File: src/design/ffba_pkg.sv
`default_nettype none

package ffba_pkg;

  // Default sizing of the block table and of the per-block header.
  localparam int MAX_BLOCKS_DEF   = 64;
  localparam int HEADER_BYTES_DEF = 24;

  // Field widths fixed by the interface.
  localparam int DATA_W    = 32;
  localparam int SLOT_W    = 6;
  localparam int CFG_IDX_W = 1;

  // Configuration register indexes and reset values.
  localparam logic [CFG_IDX_W-1:0] CFG_HEAP_BASE  = 1'b0;
  localparam logic [CFG_IDX_W-1:0] CFG_HEAP_LIMIT = 1'b1;
  localparam logic [DATA_W-1:0]    HEAP_BASE_RST  = 32'd4096;
  localparam logic [DATA_W-1:0]    HEAP_LIMIT_RST = 32'd1048576;

  // Request modes. Any other code is handled as a release.
  localparam logic [1:0] MODE_ALLOC  = 2'd0;
  localparam logic [1:0] MODE_CALLOC = 2'd1;

  typedef enum logic [2:0] {
    ST_OK      = 3'd0,
    ST_HEAP    = 3'd1,
    ST_TABLE   = 3'd2,
    ST_UNKNOWN = 3'd3,
    ST_NULL    = 3'd4
  } status_t;

  // One row of the block table.
  typedef struct packed {
    logic [DATA_W-1:0] start;
    logic [DATA_W-1:0] length;
    logic              is_free;
  } entry_t;

  // Finished result handed from the sequencer to the output stage.
  typedef struct packed {
    logic              valid;
    logic [DATA_W-1:0] addr;
    status_t           status;
    logic [SLOT_W-1:0] slot;
  } result_t;

endpackage

`default_nettype wire

File: src/design/ffba_ctrl.sv
`default_nettype none

module ffba_ctrl #(
  parameter int MAX_BLOCKS   = ffba_pkg::MAX_BLOCKS_DEF,
  parameter int HEADER_BYTES = ffba_pkg::HEADER_BYTES_DEF
) (
  input  wire logic                          clk,
  input  wire logic                          rst_n,
  input  wire logic                          in_valid,
  output logic                               in_stall,
  input  wire logic [1:0]                    in_mode,
  input  wire logic [31:0]                   in_request_size,
  input  wire logic [31:0]                   in_element_count,
  input  wire logic [31:0]                   in_release_address,
  input  wire logic [31:0]                   heap_base,
  input  wire logic [31:0]                   heap_limit,
  output ffba_pkg::result_t                  res,
  input  wire logic                          res_taken,
  output logic [$clog2(MAX_BLOCKS)-1:0]      mem_raddr,
  input  wire ffba_pkg::entry_t              mem_rdata,
  output logic                               mem_we,
  output logic [$clog2(MAX_BLOCKS)-1:0]      mem_waddr,
  output ffba_pkg::entry_t                   mem_wdata
);
  import ffba_pkg::*;

  localparam int SW = $clog2(MAX_BLOCKS);
  localparam int CW = $clog2(MAX_BLOCKS + 1);
  localparam int EW = SW + SLOT_W;
  localparam logic [DATA_W-1:0] HDR = DATA_W'(HEADER_BYTES);

  typedef enum logic [2:0] {
    S_IDLE,
    S_MULCHK,
    S_START,
    S_SCAN,
    S_NOMATCH,
    S_DONE
  } state_t;

  state_t            state_r;
  logic              op_free_r;
  logic [DATA_W-1:0] req_r;
  logic [DATA_W-1:0] rel_r;
  logic [63:0]       prod_r;
  logic [SW-1:0]     idx_r;
  logic [CW-1:0]     count_r;
  logic [DATA_W-1:0] heap_used_r;
  logic [DATA_W-1:0] res_addr_r;
  status_t           res_status_r;
  logic [SLOT_W-1:0] res_slot_r;

  logic [DATA_W-1:0] payload;
  logic              hit;
  logic              last;
  logic              table_full;
  logic [33:0]       need;
  logic              need_over;
  logic [EW-1:0]     idx_wide;
  logic [EW-1:0]     cnt_wide;
  logic [SW-1:0]     app_idx;

  // Compare the row read last cycle against the pending request.
  assign payload = heap_base + mem_rdata.start + HDR;
  assign hit     = op_free_r ? (payload == rel_r)
                             : (mem_rdata.is_free && (mem_rdata.length >= req_r));
  assign last    = (CW'(idx_r) + CW'(1)) == count_r;

  // Room checks for appending a new block at the heap top.
  assign table_full = (count_r == CW'(MAX_BLOCKS));
  assign need       = {2'b00, heap_used_r} + {2'b00, req_r} + {2'b00, HDR};
  assign need_over  = (need > {2'b00, heap_limit});
  assign app_idx    = count_r[SW-1:0];

  // Slot numbers are reported in a fixed six-bit field.
  assign idx_wide = EW'(idx_r);
  assign cnt_wide = EW'(app_idx);

  // Next row to read: the scan runs one row per cycle from row zero.
  always_comb begin
    if (state_r == S_SCAN && !last) begin
      mem_raddr = idx_r + SW'(1);
    end else begin
      mem_raddr = '0;
    end
  end

  // Write back a row on a hit, or for an allocation append a row when nothing fits and there is room.
  always_comb begin
    mem_we    = 1'b0;
    mem_waddr = idx_r;
    mem_wdata = mem_rdata;
    if (state_r == S_SCAN && hit) begin
      mem_we            = 1'b1;
      mem_wdata.is_free = op_free_r;
    end else if (state_r == S_NOMATCH && !op_free_r && !table_full && !need_over) begin
      mem_we    = 1'b1;
      mem_waddr = app_idx;
      mem_wdata = '{start: heap_used_r, length: req_r, is_free: 1'b0};
    end
  end

  assign in_stall = (state_r != S_IDLE);
  assign res      = '{valid: (state_r == S_DONE), addr: res_addr_r,
                      status: res_status_r, slot: res_slot_r};

  // Sequencer: one request at a time, table scan, then result hand-off.
  always_ff @(posedge clk) begin
    if (!rst_n) begin
      state_r     <= S_IDLE;
      count_r     <= '0;
      heap_used_r <= '0;
    end else begin
      unique case (state_r)
        S_IDLE: begin
          if (in_valid) begin
            op_free_r <= (in_mode != MODE_ALLOC) && (in_mode != MODE_CALLOC);
            req_r     <= in_request_size;
            rel_r     <= in_release_address;
            prod_r    <= 64'(in_element_count) * 64'(in_request_size);
            state_r   <= (in_mode == MODE_CALLOC) ? S_MULCHK : S_START;
          end
        end
        S_MULCHK: begin
          if (prod_r[63:32] != '0) begin
            res_addr_r   <= '0;
            res_status_r <= ST_HEAP;
            res_slot_r   <= '0;
            state_r      <= S_DONE;
          end else begin
            req_r   <= prod_r[31:0];
            state_r <= S_START;
          end
        end
        S_START: begin
          idx_r <= '0;
          priority if (op_free_r && rel_r == '0) begin
            res_addr_r   <= '0;
            res_status_r <= ST_NULL;
            res_slot_r   <= '0;
            state_r      <= S_DONE;
          end else if (count_r == '0) begin
            state_r <= S_NOMATCH;
          end else begin
            state_r <= S_SCAN;
          end
        end
        S_SCAN: begin
          if (hit) begin
            res_addr_r   <= op_free_r ? '0 : payload;
            res_status_r <= ST_OK;
            res_slot_r   <= idx_wide[SLOT_W-1:0];
            state_r      <= S_DONE;
          end else if (last) begin
            state_r <= S_NOMATCH;
          end else begin
            idx_r <= idx_r + SW'(1);
          end
        end
        S_NOMATCH: begin
          res_addr_r <= '0;
          res_slot_r <= '0;
          priority if (op_free_r) begin
            res_status_r <= ST_UNKNOWN;
          end else if (table_full) begin
            res_status_r <= ST_TABLE;
          end else if (need_over) begin
            res_status_r <= ST_HEAP;
          end else begin
            res_addr_r   <= heap_base + heap_used_r + HDR;
            res_status_r <= ST_OK;
            res_slot_r   <= cnt_wide[SLOT_W-1:0];
            heap_used_r  <= need[DATA_W-1:0];
            count_r      <= count_r + CW'(1);
          end
          state_r <= S_DONE;
        end
        S_DONE: begin
          if (res_taken) begin
            state_r <= S_IDLE;
          end
        end
        default: begin
          state_r <= S_IDLE;
        end
      endcase
    end
  end

endmodule

`default_nettype wire

File: config.mk
export PLATFORM = sky130hd
export DESIGN_NAME = ffba_ctrl
export DESIGN_NICKNAME = d
export VERILOG_FILES = /design/src/design/ffba_pkg.sv /design/src/design/ffba_ctrl.sv
export SDC_FILE = /design/constraint.sdc
export NUM_CORES = 2
export LEC_CHECK = 0
export BUFFER_PORTS_ARGS = -buffer_cell sky130_fd_sc_hd__buf_2
export CORE_UTILIZATION = 64
export DETAILED_ROUTE_END_ITERATION = 10
export PLACE_DENSITY = 0.84
export SYNTH_ARGS = -nofsm -noshare
export SYNTH_HDL_FRONTEND = slang
export SYNTH_SLANG_ARGS = --single-unit
export TNS_END_PERCENT = 100
File: constraint.sdc
create_clock -name clk -period 10.5 [get_ports clk]
set_input_delay 1.05 -clock clk [delete_from_list [all_inputs] [get_ports clk]]
set_output_delay 1.05 -clock clk [all_outputs]
set_load 0.02 [all_outputs]
# Word-level counts from Yosys, hierarchy flattened
# Index checks and enable logic that the tools add are counted.
[classes]
n_lt_le_gt_ge = 2
n_eq_ne = 19
add_sub_neg = 9
bitwise = 3
n_mux = 46
multipliers = 1
n_reduce_logical = 27
[op_table]
columns = ["cell", "n"]
rows = [
  ["$mux W32", 9],
  ["$pmux W32 S4", 1],
  ["$mux W6", 11],
  ["$mux W65", 1],
  ["$add A32 B32 Y32", 2],
  ["$add A32 B5 Y32 const B", 2],
  ["$mul A32 B32 Y64", 1],
  ["$mux W64", 1],
  ["$pmux W32 S2", 1],
  ["$add A33 B5 Y34 const B", 1],
  ["$gt A34 B32 Y1", 1],
  ["$add A32 B32 Y33", 1],
  ["$eq A32 B32 Y1", 1],
  ["$ge A32 B32 Y1", 1],
  ["$logic_not A32 Y1", 1],
  ["$reduce_bool A32 Y1", 1],
  ["$mux W3", 10],
  ["$pmux W6 S4", 1],
  ["$pmux W3 S6", 1],
  ["$ne A2 B2 Y1 const B", 7],
  ["$pmux W3 S4", 1],
  ["$pmux W6 S2", 1],
  ["$reduce_and A4 Y1", 3],
  ["$logic_and A1 B1 Y1", 8],
  ["other kinds (22)", 39],
]
[word_totals]
out_inout_bits = 121
register_bits = 218
elab_cells = 118
in_bits = 231

# Depth between registers and ports, before layout
[depth]
depth_word = 7
depth_mapped = 29
ltp_nobuf = 27

# Worst setup path after synthesis
# Ideal clock, no wire load.
[synth_timing]
kind = "input-to-reg"
from = "input rst_n"
to = "register op_free_r, enable pin"
required_time_ns = 9.829
slack_ns = 1.885
setup_ns = 0.671
arrival_ns = 7.944
cell_stages = 3
path_cell_list = "inv_1 > clkbuf_1 > nor3_1"
[synth_between]
elab_chain_cells = 1
[synth_rtl]
columns = ["item", "line_no", "rtl"]
rows = [
  ["start: declaration", "ffba_ctrl.sv:8", "input wire logic rst_n,"],
  ["$reduce_and A3 Y1 (no source line)", "n/a", ""],
  ["end signal: assignment", "ffba_ctrl.sv:117", "op_free_r <= (in_mode != MODE_ALLOC) && (in_mode != MODE_CALLOC);"],
  ["end: declaration", "ffba_ctrl.sv:42", "logic op_free_r;"],
]
# Every way passes these cells.
# A chain may end at the register's enable or synchronous reset.

==> metrics.md <==
| Metric | Value |
|---|---|
| Worst Max-Slew Pin Slew | around 1.3 ns |
| Post-route ant nets | 0 |
| Hold Vio Cnt, Final | 0 |
| Detail Placement HPWL | ~130 mm |
| Longest Clk Path Bufs | 3 |
| Total GRT Usage | between 40% and 50% |
| Most common cell after layout, fill and taps aside | inv_1 |
| Final setup fails | 0 |
| H-Tree Depth | 1 |
| Row count | between 100 and 150 |
| CP arrival | ~7.8 ns |
| Final wirelength | roughly 160 mm |
| Vias | approximately 43,000 |
| Mapped Nets | 7,356 |
| Count of state elements after synthesis | 218 |
| Final worst path period share | ~85% |
| Commonest cells after routing, fill and taps aside | inv_1 (1,015), fa_1 (899), nand2_1 (739), and2_1 (620), ha_1 (515) |
| CTS Hold Bufs | 0 |
| Post-CTS setup buffer count | 0 |
| Chip width | 286 um |
| Synth cell types | just over 90 |
| Main synth FF type | edfxtp_1 |
| Die area | between 0.08 and 0.09 mm2 |
| Largest net degree at the start of global routing | 95 |
| Setup crit end kind | output pin |
| Die height | between 200 and 300 um |
| Post-Synthesis Cell Area | ~0.052 mm2 |
| Clk root buf | clkbuf_16 |
| Placer Congestion | roughly 1 |
| Placeable Area | 0.0794 mm2 |
| Crit path max fanout | 94 |
| Area grow syn2layout | 6.07% |
| Startpoint class of the critical path | flip-flop |
| Ports | about 350 |
| Clock buffer count from CTS | 27 |
| Setup_tns | 0 ns |
| Post-cts sizing count | 0 |
| Vias in the first global route | 44,430 |
| Nets | about 7,500 |
| Status | finished, final reports clean |
| DRC | 0 |
| Ys async rst share | 0% |
| Maxcap violations | 0 |
| Post-layout min period | 8.89 ns |
| Rel. slew slack | 13.4% |
| Syn. warnings | 0 |
| Sequential share of the synthesized area | a little under an eighth |
| RSZ-0062 raised after global routing | no |
| Initial Utilization | ~65% |
| Syn avg cell area | about 9 um2 |
| Clk Latency, worst-skew pair | ~0.62 ns |
| Critical path class | flip-flop to output pin |
| Port bufs | 351 |
| Crit path required time | 9.45 ns |
| Layout cell share with drive strength beyond 1 | under 10% |
| Post-Syn Instances | approximately 5,700 |
| DR pass1 iterations | 8 |
| Final Max Slew Viols | 0 |
| Hold crit path type | flip-flop to flip-flop |
| EDFF count, synth | between 150 and 200 |
| F_max | 113 MHz |
| DRT iter0 DRCs | 4,272 |
| Max Clock Skew | approximately 0.052 ns |
| Clock Pin Slew Worst Setup and Hold Paths | about 0.060 ns |
| Aggregate global routing overflow | 0 |
| CTS tree | done |
| Vias per inst | about 6.2 |
| CTS sink count | between 200 and 250 |
| Initial antenna violation count | 6 |
| Avg WL per Cell | about 23 um |
| First-pass GRT wire length | 249 mm |
==> state kept, by name (all words and copies together) (netlist names) <==
register      count
count_r           7
rel_r            32
res_status_r      3
res_addr_r       32
heap_used_r      32
prod_r           64
op_free_r         1
state_r           3
res_slot_r        6
req_r            32
idx_r             6
==> worst paths after layout <==
| kind | start | slack [ns] | endpoint | cells after the start |
|---|---|---|---|---|
| hold reg to reg | heap_used_r[3]$_SDFFE_PN0P_ | 0.48 | heap_used_r[3]$_SDFFE_PN0P_ | 2 |
| hold / removal | heap_used_r[3]$_SDFFE_PN0P_ | 0.48 | heap_used_r[3]$_SDFFE_PN0P_ | 2 |
| setup reg to reg | req_r[9]$_DFFE_PP_ | 3.02 | res_addr_r[10]$_DFFE_PP_ | 23 |
| setup / recovery | req_r[9]$_DFFE_PP_ | 1.61 | mem_wdata[47] | 25 |
==> per-stage QoR <==
| stage | instance area (um2) | setup WS [ns] | instances | utilization [%] | hold slack, ns |
|---|---|---|---|---|---|
| after detailed placement | 53800 | 1.46 | 6853 | 67.8 | 0.470 |
| final | 54700 | 1.61 | 6909 | 68.9 | 0.479 |
| after global routing | 54700 | 1.09 | 6905 | 68.9 | 0.506 |
| after global placement | 53800 | 1.59 | 6853 | 67.8 | 0.458 |
| after CTS | 54700 | 1.68 | 6903 | 68.9 | 0.480 |
| after floorplan | 51600 | 1.89 | 5711 | - | 0.450 |
==> worst max-delay path, stage by stage, from the launching register on <==
cell       delay, ns
edfxtp_1        0.52
ha_1            0.35
ha_1            0.36
a21o_1          0.19
a221o_1         0.33
a21o_1          0.15
a31oi_1         0.38
a21oi_1         0.16
o21ai_0         0.29
a21boi_0        0.22
or4_1           0.44
nand3_1         0.15
ha_1            0.14
nand4_1         0.10
nor2_1          0.13
nand3_1         0.12
or4_1           0.53
a31oi_1         0.21
o21ai_0         0.16
a21boi_0        0.15
a2bb2oi_1       0.48
or2_4           0.85
buf_4           0.47
nand2_1         0.09
nand2_1         0.08
buf_2           0.17
==> Yosys cell counts, types with 21 or more instances <==
master,count,area [um2]
xor2_1,64,561
fa_1,899,18000
o21a_1,23,173
nor4_1,30,188
edfxtp_1,176,5290
nand3_1,49,245
a21oi_1,188,941
xnor2_1,98,858
nand2b_1,35,219
mux2_2,35,394
a21o_1,116,871
a31oi_1,32,200
nor2_1,152,571
a211oi_1,21,158
inv_1,1015,3810
o211ai_1,23,173
buf_2,27,135
o21ai_0,129,646
nand2_1,739,2770
dfxtp_1,42,841
and2_1,620,3880
clkbuf_1,258,968
ha_1,515,6440
o22ai_1,21,131
nand4_1,44,275
nor2b_1,41,257
nor3_1,47,235
==> per-layer routing <==
metal	global-route usage, %	wire (um)	vias to the layer above
li1	-	-	18301
met1	50.9	59100	20925
met2	63.1	72200	2665
met3	8.84	17900	658
met4	23.7	11400	2
met5	0	10	-
==> area by class of cell <==
class,count,area [um2]
Multi-Input combinational cell,4189,40600
Fill cell,6128,24700
Sequential cell,218,6130
Inverter,1015,3810
Timing Repair Buffer,381,1980
Tap cell,1050,1310
Clock buffer,28,679
Clock inverter,22,253
Antenna cell,6,15.0
==> logic make-up (layout without fill, tap and decap cells) <==
family / Yosys count / count (layout) / synth area share, %
other: 0 / 6 / 0
AOI/OAI and AO/OA: 716 / 716 / 9.09
xor gates and xnor gates: 170 / 170 / 3.10
muxes: 43 / 43 / 0.919
DFF: 218 / 218 / 11.9
adders and majority gates: 1414 / 1414 / 47.4
buffers and inverters: 1304 / 1446 / 9.59
and+or+nand+nor: 1846 / 1846 / 18.1
Power is not shown: default switching activity piles up to over one toggle a cycle in this logic, so the estimate is an artifact.
